`src/hw/rtl/glyph_atlas_shelf_allocator_defines.svh`:
```
// Assertion macros for the glyph atlas shelf allocator.
// Used by the top level; relies on ports named clock and reset.
`ifndef GLYPH_ATLAS_SHELF_ALLOCATOR_DEFINES_SVH
`define GLYPH_ATLAS_SHELF_ALLOCATOR_DEFINES_SVH

// Condition must hold at every clock edge outside reset.
`define GAS_CHECK(lbl, cond, msg) \
   lbl: assert property (@(posedge clock) disable iff (reset) (cond)) else $error(msg);

// Antecedent at one edge implies consequent at the next edge.
`define GAS_CHECK_NEXT(lbl, ante, cons, msg) \
   lbl: assert property (@(posedge clock) disable iff (reset) (ante) |=> (cons)) \
      else $error(msg);

`endif

```
`src/hw/rtl/gas_pkg.sv`:
```
// Shared types and constants for the glyph atlas shelf allocator.
// No dependencies.
package gas_pkg;

   localparam int SIDE_W       = 12;
   localparam int ROUND_W      = 13;
   localparam int PAGE_INDEX_W = 8;
   localparam int CELL_W       = 9;

   typedef enum logic [1:0] {
      STATUS_OK        = 2'd0,
      STATUS_TOO_LARGE = 2'd1,
      STATUS_NO_PAGE   = 2'd2
   } status_type;

   typedef struct packed {
      status_type                status;
      logic [PAGE_INDEX_W-1:0]   page_index;
      logic [CELL_W-1:0]         cell_x;
      logic [CELL_W-1:0]         cell_y;
      logic                      opened_page;
   } result_type;

endpackage

```
`src/hw/rtl/gas_side_round.sv`:
```
// Rounds one glyph side up to a power of two with a lower bound.
// Depends on gas_pkg.
module gas_side_round #(
   parameter int MIN_CELL = 16
) (
   input  logic [gas_pkg::SIDE_W-1:0]  side,
   output logic [gas_pkg::ROUND_W-1:0] rounded
);
   import gas_pkg::*;

   localparam logic [SIDE_W-1:0]  MinSide  = SIDE_W'(MIN_CELL);
   localparam logic [ROUND_W-1:0] MinRound = ROUND_W'(MIN_CELL);

   logic [SIDE_W-1:0] dec;
   logic [SIDE_W-1:0] s1;
   logic [SIDE_W-1:0] s2;
   logic [SIDE_W-1:0] s4;
   logic [SIDE_W-1:0] s8;

   assign dec = side - SIDE_W'(1);
   assign s1  = dec | (dec >> 1);
   assign s2  = s1 | (s1 >> 2);
   assign s4  = s2 | (s2 >> 4);
   assign s8  = s4 | (s4 >> 8);

   assign rounded = (side <= MinSide) ? MinRound : ({1'b0, s8} + ROUND_W'(1));

endmodule

```
`src/hw/rtl/gas_shelf.sv`:
```
// Shelf state and placement decision for one request per cycle.
// Depends on gas_pkg.
module gas_shelf #(
   parameter int PAGE_SIZE = 512,
   parameter int MAX_CELL  = 256,
   parameter int MAX_PAGES = 256
) (
   input  logic                        clock,
   input  logic                        reset,
   input  logic                        commit,
   input  logic [gas_pkg::ROUND_W-1:0] round_w,
   input  logic [gas_pkg::ROUND_W-1:0] round_h,
   output gas_pkg::result_type         result
);
   import gas_pkg::*;

   localparam int PW = $clog2(MAX_PAGES + 1);
   localparam int HW = $clog2(MAX_CELL + 1);
   localparam int CW = $clog2(PAGE_SIZE + 2 * MAX_CELL + 1);

   localparam logic [ROUND_W-1:0] MaxCell  = ROUND_W'(MAX_CELL);
   localparam logic [CW-1:0]      PageSize = CW'(PAGE_SIZE);
   localparam logic [PW-1:0]      MaxPages = PW'(MAX_PAGES);

   logic          have_page_ff, have_page_in;
   logic [PW-1:0] page_ff, page_in;
   logic [HW-1:0] row_ff, row_in;
   logic [CW-1:0] x_ff, x_in;
   logic [CW-1:0] y_ff, y_in;

   logic          too_large;
   logic [HW-1:0] h;
   logic [CW-1:0] wc;
   logic [CW-1:0] hc;
   logic [PW-1:0] pages0, pages1;
   logic          need1, need2, full1, full2, wrap;
   logic [PW-1:0] page1, page2;
   logic [HW-1:0] row1, row2;
   logic [CW-1:0] x1, y1, x2, y2, x3, y3;
   logic          ok;
   logic          opened;
   logic [PW+PAGE_INDEX_W-1:0] page_ext;
   logic [CW+CELL_W-1:0]       x_ext, y_ext;

   always_comb begin
      too_large = (round_w > MaxCell) || (round_h > MaxCell);
      h  = round_h[HW-1:0];
      wc = CW'(round_w[HW-1:0]);
      hc = CW'(h);

      pages0 = have_page_ff ? page_ff + PW'(1) : '0;
      need1  = !have_page_ff || (row_ff != h);
      full1  = pages0 >= MaxPages;
      page1  = need1 ? pages0 : page_ff;
      pages1 = need1 ? pages0 + PW'(1) : pages0;
      row1   = need1 ? h : row_ff;
      x1     = need1 ? '0 : x_ff;
      y1     = need1 ? '0 : y_ff;

      wrap = (x1 + wc) > PageSize;
      x2   = wrap ? '0 : x1;
      y2   = wrap ? y1 + CW'(row1) : y1;

      need2 = (y2 + hc) > PageSize;
      full2 = pages1 >= MaxPages;
      page2 = need2 ? pages1 : page1;
      row2  = need2 ? h : row1;
      x3    = need2 ? '0 : x2;
      y3    = need2 ? '0 : y2;

      opened = need1 || need2;
      ok     = !too_large && !(need1 && full1) && !(need2 && full2);

      page_ext = {{PAGE_INDEX_W{1'b0}}, page2};
      x_ext    = {{CELL_W{1'b0}}, x3};
      y_ext    = {{CELL_W{1'b0}}, y3};

      result = '0;
      if (too_large) begin
         result.status = STATUS_TOO_LARGE;
      end else if (!ok) begin
         result.status = STATUS_NO_PAGE;
      end else begin
         result.status      = STATUS_OK;
         result.page_index  = page_ext[PAGE_INDEX_W-1:0];
         result.cell_x      = x_ext[CELL_W-1:0];
         result.cell_y      = y_ext[CELL_W-1:0];
         result.opened_page = opened;
      end

      have_page_in = have_page_ff;
      page_in      = page_ff;
      row_in       = row_ff;
      x_in         = x_ff;
      y_in         = y_ff;
      if (commit && ok) begin
         have_page_in = 1'b1;
         page_in      = page2;
         row_in       = row2;
         x_in         = x3 + wc;
         y_in         = y3;
      end
   end

   always_ff @(posedge clock) begin
      if (reset) begin
         have_page_ff <= 1'b0;
         page_ff      <= '0;
         row_ff       <= '0;
         x_ff         <= '0;
         y_ff         <= '0;
      end else begin
         have_page_ff <= have_page_in;
         page_ff      <= page_in;
         row_ff       <= row_in;
         x_ff         <= x_in;
         y_ff         <= y_in;
      end
   end

endmodule

```
`src/hw/rtl/glyph_atlas_shelf_allocator.sv`:
```
// Glyph atlas shelf allocator, top level.
// Depends on gas_pkg, gas_side_round, gas_shelf and the assertion macro header.
//
// Usage:
//   Request channel req_* carries glyph_width and glyph_height (12 bits each);
//   a transaction happens when req_valid and req_ready are both high.
//   Response channel rsp_* returns status, page_index, cell_x, cell_y and
//   opened_page, one response per request, in request order.
//   A request is taken into the input register; its placement is then
//   registered in the response register, which drives rsp_valid.
//   Throughput: one request per cycle while rsp_ready stays high; the
//   placement decision is one pass of compare/add logic from the input
//   register through the shelf state into the response register.
//   Rejected requests (too large, page limit reached) return zero fields and
//   leave the shelf state unchanged.
//   Reset (synchronous) clears the shelf state: no page, all positions zero.
//   When a response waits and rsp_ready is low the response register holds;
//   the input register still takes one more request, then req_ready drops until the response
//   is taken.
`include "glyph_atlas_shelf_allocator_defines.svh"

module glyph_atlas_shelf_allocator #(
   parameter int PAGE_SIZE = 512,
   parameter int MIN_CELL  = 16,
   parameter int MAX_CELL  = 256,
   parameter int MAX_PAGES = 256
) (
   input  logic                             clock,
   input  logic                             reset,
   input  logic                             req_valid,
   output logic                             req_ready,
   input  logic [gas_pkg::SIDE_W-1:0]       req_glyph_width,
   input  logic [gas_pkg::SIDE_W-1:0]       req_glyph_height,
   output logic                             rsp_valid,
   input  logic                             rsp_ready,
   output logic [1:0]                       rsp_status,
   output logic [gas_pkg::PAGE_INDEX_W-1:0] rsp_page_index,
   output logic [gas_pkg::CELL_W-1:0]       rsp_cell_x,
   output logic [gas_pkg::CELL_W-1:0]       rsp_cell_y,
   output logic                             rsp_opened_page
);
   import gas_pkg::*;

   logic              in_valid_ff, in_valid_in;
   logic [SIDE_W-1:0] width_ff, width_in;
   logic [SIDE_W-1:0] height_ff, height_in;
   logic              rsp_valid_ff, rsp_valid_in;
   result_type        rsp_ff, rsp_in;

   logic               advance;
   logic [ROUND_W-1:0] round_w;
   logic [ROUND_W-1:0] round_h;
   result_type         core_result;

   logic               rsp_zero_ok;
   logic               rsp_left_ok;
   logic               in_wait;

   gas_side_round #(.MIN_CELL(MIN_CELL)) u_round_w (
      .side    (width_ff),
      .rounded (round_w)
   );

   gas_side_round #(.MIN_CELL(MIN_CELL)) u_round_h (
      .side    (height_ff),
      .rounded (round_h)
   );

   gas_shelf #(
      .PAGE_SIZE (PAGE_SIZE),
      .MAX_CELL  (MAX_CELL),
      .MAX_PAGES (MAX_PAGES)
   ) u_shelf (
      .clock   (clock),
      .reset   (reset),
      .commit  (advance),
      .round_w (round_w),
      .round_h (round_h),
      .result  (core_result)
   );

   always_comb begin
      advance   = in_valid_ff && (!rsp_valid_ff || rsp_ready);
      req_ready = !in_valid_ff || advance;

      in_valid_in = in_valid_ff;
      width_in    = width_ff;
      height_in   = height_ff;
      if (req_valid && req_ready) begin
         in_valid_in = 1'b1;
         width_in    = req_glyph_width;
         height_in   = req_glyph_height;
      end else if (advance) begin
         in_valid_in = 1'b0;
      end

      rsp_valid_in = rsp_valid_ff;
      rsp_in       = rsp_ff;
      if (advance) begin
         rsp_valid_in = 1'b1;
         rsp_in       = core_result;
      end else if (rsp_ready) begin
         rsp_valid_in = 1'b0;
      end
   end

   always_ff @(posedge clock) begin
      if (reset) begin
         in_valid_ff  <= 1'b0;
         rsp_valid_ff <= 1'b0;
      end else begin
         in_valid_ff  <= in_valid_in;
         rsp_valid_ff <= rsp_valid_in;
      end
      width_ff  <= width_in;
      height_ff <= height_in;
      rsp_ff    <= rsp_in;
   end

   assign rsp_valid       = rsp_valid_ff;
   assign rsp_status      = rsp_ff.status;
   assign rsp_page_index  = rsp_ff.page_index;
   assign rsp_cell_x      = rsp_ff.cell_x;
   assign rsp_cell_y      = rsp_ff.cell_y;
   assign rsp_opened_page = rsp_ff.opened_page;

   assign rsp_zero_ok = !rsp_valid_ff || rsp_ff.status == STATUS_OK ||
                        (rsp_ff.page_index == '0 && rsp_ff.cell_x == '0 &&
                         rsp_ff.cell_y == '0 && !rsp_ff.opened_page);
   assign rsp_left_ok = !rsp_valid_ff || !rsp_ff.opened_page || rsp_ff.cell_x == '0;
   assign in_wait     = in_valid_ff && !rsp_valid_ff;

   `GAS_CHECK(a_reject_zero, rsp_zero_ok, "rejected response has nonzero fields")
   `GAS_CHECK(a_open_left, rsp_left_ok, "fresh page cell not at left edge")
   `GAS_CHECK_NEXT(a_move_out, in_wait, rsp_valid_ff, "held request not moved to response")

endmodule

```
`config.mk`:
```
export PLATFORM = sky130hd
export DESIGN_NAME = glyph_atlas_shelf_allocator
export DESIGN_NICKNAME = d
export VERILOG_FILES = /design/src/hw/rtl/gas_pkg.sv /design/src/hw/rtl/gas_side_round.sv /design/src/hw/rtl/gas_shelf.sv /design/src/hw/rtl/glyph_atlas_shelf_allocator.sv
export VERILOG_INCLUDE_DIRS = /design/src /design/src/hw/rtl
export SDC_FILE = /design/constraint.sdc
export NUM_CORES = 1
export LEC_CHECK = 0
export CORE_MARGIN = 2
export CORE_UTILIZATION = 70
export CTS_BUF_LIST = sky130_fd_sc_hd__clkbuf_4
export DETAILED_ROUTE_END_ITERATION = 12
export DONT_BUFFER_PORTS = 1
export HOLD_SLACK_MARGIN = 0.03
export PLACE_DENSITY = 0.9
export SYNTH_ARGS = -nofsm -noshare
export SYNTH_HDL_FRONTEND = slang
export SYNTH_SLANG_ARGS = --single-unit
```
`constraint.sdc`:
```
create_clock -name clock -period 27.7 [get_ports clock]
set_clock_uncertainty 0.1 [all_clocks]
set_input_delay 1.385 -clock clock [delete_from_list [all_inputs] [get_ports clock]]
set_output_delay 1.385 -clock clock [all_outputs]
set_load 0.02 [all_outputs]
```
==> impl_results.md, run 1 <==
- Number of fill cells: 812
- Post-Place Cell Area: 7660 um2
- Worst EP required: 28040 ps
- M1 GR Usage: 43.6%
- Outcome: completed
- RSZ-0062 raised after global routing: false
- Share of layout cells above drive strength 1: 6.01%
- Post-Syn Area: 7610 um2
- Grt met2 use: 57.0%
- Met3 Use GR: 4.04%
- First-pass GRT wire length: 31.2 mm
- Final min period: 13370 ps
- Row Count: 38
- Synth Warn #: 0
- Die height: 108 um
- Setup Buffers After CTS: 0
- Vias in the first global route: 6473
- CP Data Arrival Time: 13700 ps
- Routed via count: 6830
- Multi-input logic area: 4850 um2
- # clock sinks: 96
- Die width: 108 um
- Post-Layout Inst Area: 7830 um2
- Commonest non-fill, non-tap cells in the layout: nor2_1 (105), a21oi_1 (60), edfxtp_1 (53)
- CTS H-tree lvls: 3
- Place WS: 14630 ps
- Most common cell after layout, fill and taps aside: nor2_1
- Syn_area_per_cell: 8.65 um2
- Post-synth EDFFs: 53
- Setup TNS: 0 ps
- Non-filler cells, final: 1005
- Initial Util: 70.9%
- Slowest stage delay, CP: 640 ps
- CP Capture Type: register
- Clock Pin Slew Worst Setup and Hold Paths: 160 ps
- Area of the core: 10700 um2
- Slowest stage cell, crit path: or4b_1
- Max-cap violations: 0
- Gpl congestion: 0.938
- Pwr dens: 34.7 nW/um2
- HPWL Detailed: 14.2 mm
- Post-CTS sizing: 0
- Yosys reg bits: 96
- WHS: 381 ps
- Vias per Instance: 6.80
- Netlist cell types: 85
- Final setup fails: 0
- Peak VDD IR: 0.0365 mV
- Initial antenna violation count: 0
- GRT Overall Usage: 33.8%
- Leak pwr: 3.27 nW
- Seq/Total Area, Yosys: 32.2%
- Port Buf Inserts: 0
- Final Hold Fails: 0
- Worst setup margin: 14330 ps
- Total global routing overflow: 0
- Critical path startpoint category: register
- Flop2flop setup slack: 14330 ps
- GRT busiest layer: met2
- Cts hold-fix bufs: 0
- Ports: 59
- Largest net degree at the start of global routing: 42
- DRT iter0 DRCs: 645
- DRT Pass-1 Iters: 5
- Clk buf depth: 2
- FF+latch area: 2450 um2
- Worst relative slew slack: 20.9%
- Worst slew pin tran: 1190 ps
- CTS Buf Count: 9
- TritonCTS clock tree: yes
- P&R area growth vs syn: 2.78%
- Tcrit/Tclk final: 48.3%
- Antenna viol nets, final: 0
- Worst Path Max Fanout: 33
- Critical path class: reg2reg
- Top_reg_cell synth: edfxtp_1
- Max Slew Vio Count: 0
- Final WL: 19.3 mm
- Routed wire per std cell: 19.2 um
- CP dominant cell by count: a21oi_1
- Antenna cells: 0
- Root Buffer: clkbuf_4
- Placed insts: 989
- Worst hold-check path type: reg2reg
- Area of the die: 11700 um2
- NumNets Final: 938
- Async S/R FF share, synth: 0%
- Post-Syn Instances: 880
- Max Fclk: 0.0748 GHz
- # DRC: 0
- Clock Latency Late Sink: 490 ps
-- per-stage QoR --
step | utilization [%] | power [mW]
6_report | 72.8 | 0.272
5_1_grt | 72.8 | 0.279
4_1_cts | 72.8 | 0.272
3_5_place_dp | 71.3 | 0.184
3_3_place_gp | 71.3 | 0.183
2_1_floorplan | - | 0.179
-- sequential cells by signal, indices dropped and copies added (netlist names) --
register,count
height_ff,12
width_ff,12
u_shelf.x_ff,11
u_shelf.y_ff,11
rsp_cell_x,9
rsp_cell_y,9
u_shelf.page_ff,9
u_shelf.row_ff,9
rsp_page_index,8
rsp_status,2
in_valid_ff,1
rsp_opened_page,1
rsp_valid,1
u_shelf.have_page_ff,1
-- metal layers --
| metal | up-vias | share of wire (%) | routed length [um] |
|---|---|---|---|
| li1 | 3188 | - | - |
| met1 | 3246 | 41 | 7910 |
| met2 | 342 | 49 | 9510 |
| met3 | 54 | 6.9 | 1340 |
| met4 | 0 | 2.8 | 546 |
| met5 | - | 0 | 0 |
-- where the power goes --
part	leakage (nW)	internal (mW)	switching [mW]	total [mW]
Sequential	0.845	0.155	0.00666	0.161
Combinational	2.34	0.00673	0.0130	0.0198
Clock	0.0874	0.0381	0.0524	0.0905
Total	3.27	0.200	0.0721	0.272
-- critical path, delay by kind of cell (launching register included) --
kind | cells | cell delay (ps)
AOI/OAI and AO/OA | 20 | 3480
xor gates and xnor gates | 1 | 90
adders and majority gates | 5 | 1610
and+or+nand+nor | 22 | 6250
DFF | 1 | 530
muxes | 1 | 310
buffers and inverters | 5 | 940
-- Yosys cell counts (5+ instances only) --
master,n,area (um2)
a211oi_1,7,52.6
a21o_1,12,90.1
a21oi_1,60,300
a31o_2,5,43.8
a31oi_1,13,81.3
and2_1,44,275
and3_1,8,50.1
buf_2,8,40.0
clkbuf_1,25,93.8
dfxtp_1,43,861
edfxtp_1,53,1590
ha_1,46,576
inv_1,39,146
mux2i_1,32,320
nand2_1,46,173
nand2b_1,7,43.8
nand3_1,18,90.1
nand4_1,11,68.8
nor2_1,105,394
nor2b_1,16,100
nor3_1,37,185
nor4_1,13,81.3
o21a_1,5,37.5
o21ai_0,31,155
o21bai_1,14,105
o22ai_1,7,43.8
or2_2,5,31.3
or3_1,6,37.5
or4_1,10,75.1
xnor2_1,35,307
xor2_1,22,193
-- cells by family after synthesis --
group | count (synthesis) | share of synthesized area, %
adder cells (fa/ha/maj) | 50 | 8.61
AO/OA/AOI/OAI | 208 | 18.8
XOR/XNOR | 58 | 6.77
buffers and inverters | 78 | 4.42
AND/OR/NAND/NOR | 354 | 24.5
multiplexers | 35 | 4.65
flip-flops | 96 | 32.2
other | 1 | 0.0492
-- cell type report --
type / count / share of cell area, %
flip-flops and latches: 96 / 31.3
clock buffers: 10 / 0.959
clock inverters: 6 / 1.15
repair buffers: 5 / 0.480
well taps: 140 / 2.24
multi-input cells: 709 / 62.0
inverters: 39 / 1.87
-- worst paths after layout --
check | cells after the start | start | endpoint
worst max-delay path | 54 | height_ff[1] | u_shelf.x_ff[10]
worst min-delay path | 2 | u_shelf.y_ff[10] | u_shelf.y_ff[10]
worst max register to register | 54 | height_ff[1] | u_shelf.x_ff[10]
worst min register to register | 2 | u_shelf.y_ff[10] | u_shelf.y_ff[10]
No activity file was read; power rests on OpenSTA's default activity.
==> inputs of run 2 (changes only) <==
--- a/config.mk
+++ b/config.mk
@@ -6,13 +6,14 @@
 export SDC_FILE = /design/constraint.sdc
 export NUM_CORES = 1
 export LEC_CHECK = 0
+export ABC_AREA = 1
 export CORE_MARGIN = 2
-export CORE_UTILIZATION = 70
+export CORE_UTILIZATION = 61
 export CTS_BUF_LIST = sky130_fd_sc_hd__clkbuf_4
 export DETAILED_ROUTE_END_ITERATION = 12
 export DONT_BUFFER_PORTS = 1
 export HOLD_SLACK_MARGIN = 0.03
-export PLACE_DENSITY = 0.9
+export PLACE_DENSITY = 0.84
 export SYNTH_ARGS = -nofsm -noshare
 export SYNTH_HDL_FRONTEND = slang
 export SYNTH_SLANG_ARGS = --single-unit
==> constraint.sdc (replaced) <==
create_clock -name clock -period 12.2 [get_ports clock]
set_clock_uncertainty 0.1 [all_clocks]
set_input_delay 0.61 -clock clock [delete_from_list [all_inputs] [get_ports clock]]
set_output_delay 0.61 -clock clock [all_outputs]
set_load 0.02 [all_outputs]
==> impl_results.md, run 2 <==
- Final Core Density: 64.5%
- Antenna viol nets, final: 0
- TritonCTS clock tree: yes
- Critical path class: reg2reg
- Clk buf depth: 2
- RSZ-0062 raised after global routing: false
- Pwr dens: 75.5 nW/um2
- CP Data Arrival Time: 11130 ps
- Post-Syn Area: 7510 um2
- Multi-input logic area: 4350 um2
- # DRC: 0
- Antenna cells: 0
- Post-Layout Inst Area: 7740 um2
- # clock sinks: 96
- CP Capture Type: register
- CTS H-tree lvls: 3
- NumNets Final: 1142
- Max Slew Vio Count: 0
- DRT iter0 DRCs: 566
- Most common cell after layout, fill and taps aside: nand2_1
- Routed wire per std cell: 13.0 um
- Synth Warn #: 0
- Final min period: 10800 ps
- R2R depth: 68
- Final Hold Fails: 0
- Slowest stage delay, CP: 420 ps
- Top_reg_cell synth: edfxtp_1
- Tcrit/Tclk final: 88.5%
- Clock Pin Slew Worst Setup and Hold Paths: 160 ps
- Most common cell in the synthesized netlist: nand2_1
- Seq/Total Area, Yosys: 32.6%
- Outcome: completed
- Synth top area cells: edfxtp_1 (21%), nand2_1 (12%), dfxtp_1 (11%)
- Area of the core: 12000 um2
- Peak VDD IR: 0.0833 mV
- HPWL Detailed: 12.1 mm
- Largest registers: height_ff (12), width_ff (12)
- Worst hold-check path type: in2reg
- Synth area leader: edfxtp_1
- Share of layout cells above drive strength 1: 7.02%
- Slowest stage cell, crit path: edfxtp_1
- Async S/R FF share, synth: 0%
- Final WL: 15.8 mm
- Post-synth EDFFs: 53
- First-pass GRT wire length: 27.3 mm
- CP dominant cell by count: nand2_1
- Post-Syn Instances: 1073
- FF+latch area: 2450 um2
- Row Count: 40
- Vias per Instance: 5.46
- P&R area growth vs syn: 3.03%
- Die height: 115 um
- Met3 routed WL: 948 um
- Worst slew pin tran: 994 ps
- Kind of cell adding the most delay to the critical path: simple AND/OR/NAND/NOR gates
- Place WS: 1280 ps
- Top cell type's share of synthesized area: 21.2%
- Critical path startpoint category: register
- Clock Latency Late Sink: 500 ps
- Stages on worst setup path: 68
- Non-filler cells, final: 1216
- Commonest non-fill, non-tap cells in the layout: nand2_1 (231), nor2_1 (177), inv_1 (145)
- Post-Place Cell Area: 7590 um2
- CTS Buf Count: 9
- Top routing layer in use: met4
- Ports: 59
- Worst relative slew slack: 33.6%
- Hold Crit Depth: 1
- Syn_area_per_cell: 7.00 um2
- Placed insts: 1200
- Max-cap violations: 0
- Leak pwr: 3.77 nW
- Gpl congestion: 0.999
- Worst EP required: 12540 ps
- Metal-1 WL: 7.10 mm
- Initial antenna violation count: 0
- Root Buffer: clkbuf_4
- Number of fill cells: 1077
- Total global routing overflow: 0
- Max Fclk: 0.0926 GHz
- Commonest cells post-synth: nand2_1 (231), nor2_1 (177), inv_1 (146)
- Setup TNS: 0 ps
- WL met2: 7.39 mm
- Initial Util: 62.6%
- Final setup fails: 0
- CP Buf/Inv Count: 7
- DRT Pass-1 Iters: 5
- Area of the die: 13200 um2
- Routed via count: 6643
- Largest net degree at the start of global routing: 46
- Netlist cell types: 43
- Die width: 115 um
- Yosys reg bits: 96
- Worst Path Max Fanout: 42
- Worst setup margin: 1400 ps
- Vias in the first global route: 6124
- GRT Overall Usage: 25.4%
- Port Buf Inserts: 0
==> run 2: cell count changes in the layout (fill, tap and decap cells not counted), moves of 11 or more <==
| cell | delta |
|---|---|
| o21ai_0 | +15 |
| nor2_1 | +72 |
| nand2_1 | +185 |
| mux2i_1 | -32 |
| xnor2_1 | -21 |
| inv_1 | +106 |
| a21o_1 | -11 |
| a31oi_1 | -12 |
| and2_1 | -44 |
| nor2b_1 | -15 |
| nand3_1 | +39 |
==> run 2: cell families after synthesis <==
group,count (synthesis),synth area share (%)
other,1,0.0499
and+or+nand+nor,574,34.5
xor gates and xnor gates,42,4.90
AOI/OAI and AO/OA,126,9.37
buffers and inverters,184,9.82
DFF,96,32.6
adders and majority gates,50,8.72
==> run 2: repair_timing <==
action / in CTS / in global routing
hold buffers: 0 / 0
resized for setup: 0 / 3
setup buffers: 0 / 0
endpoints found under the setup margin: 0 / 2
==> run 2: worst paths after layout <==
path | startpoint | to | slack (ps)
max | height_ff[0] | u_shelf.x_ff[10] | 1400
min | reset | in_valid_ff | 40
max reg2reg | height_ff[0] | u_shelf.x_ff[10] | 1400
min reg2reg | u_shelf.page_ff[8] | u_shelf.page_ff[8] | 380
==> run 2: routing by layer <==
layer | vias up | GRT usage [%]
met4 | 0 | 9.64
li1 | 3439 | -
met1 | 2957 | 32.6
met5 | - | 0
met3 | 35 | 4.59
met2 | 212 | 42.8
==> run 2: layout make-up <==
cell class | count | area share (%)
clock buffer | 9 | 0.873
clock inverter | 7 | 0.905
inverter | 158 | 7.71
multi-input combinational | 796 | 56.2
sequential | 96 | 31.7
tap | 147 | 2.38
timing repair buffer | 3 | 0.291
==> run 2: power breakdown <==
| group | internal, mW | total [mW] | switching, mW |
|---|---|---|---|
| registers | 0.351 | 0.361 | 0.0102 |
| clock network | 0.0628 | 0.180 | 0.117 |
| logic | 0.0125 | 0.0436 | 0.0310 |
| total | 0.427 | 0.585 | 0.158 |
==> run 2: per-stage QoR <==
stage / total power, mW / hold WS (ps)
2_1_floorplan: 0.403 / 337
3_3_place_gp: 0.411 / 351
3_5_place_dp: 0.412 / 362
4_1_cts: 0.588 / 32.0
5_1_grt: 0.605 / 38.4
6_report: 0.585 / 44.0
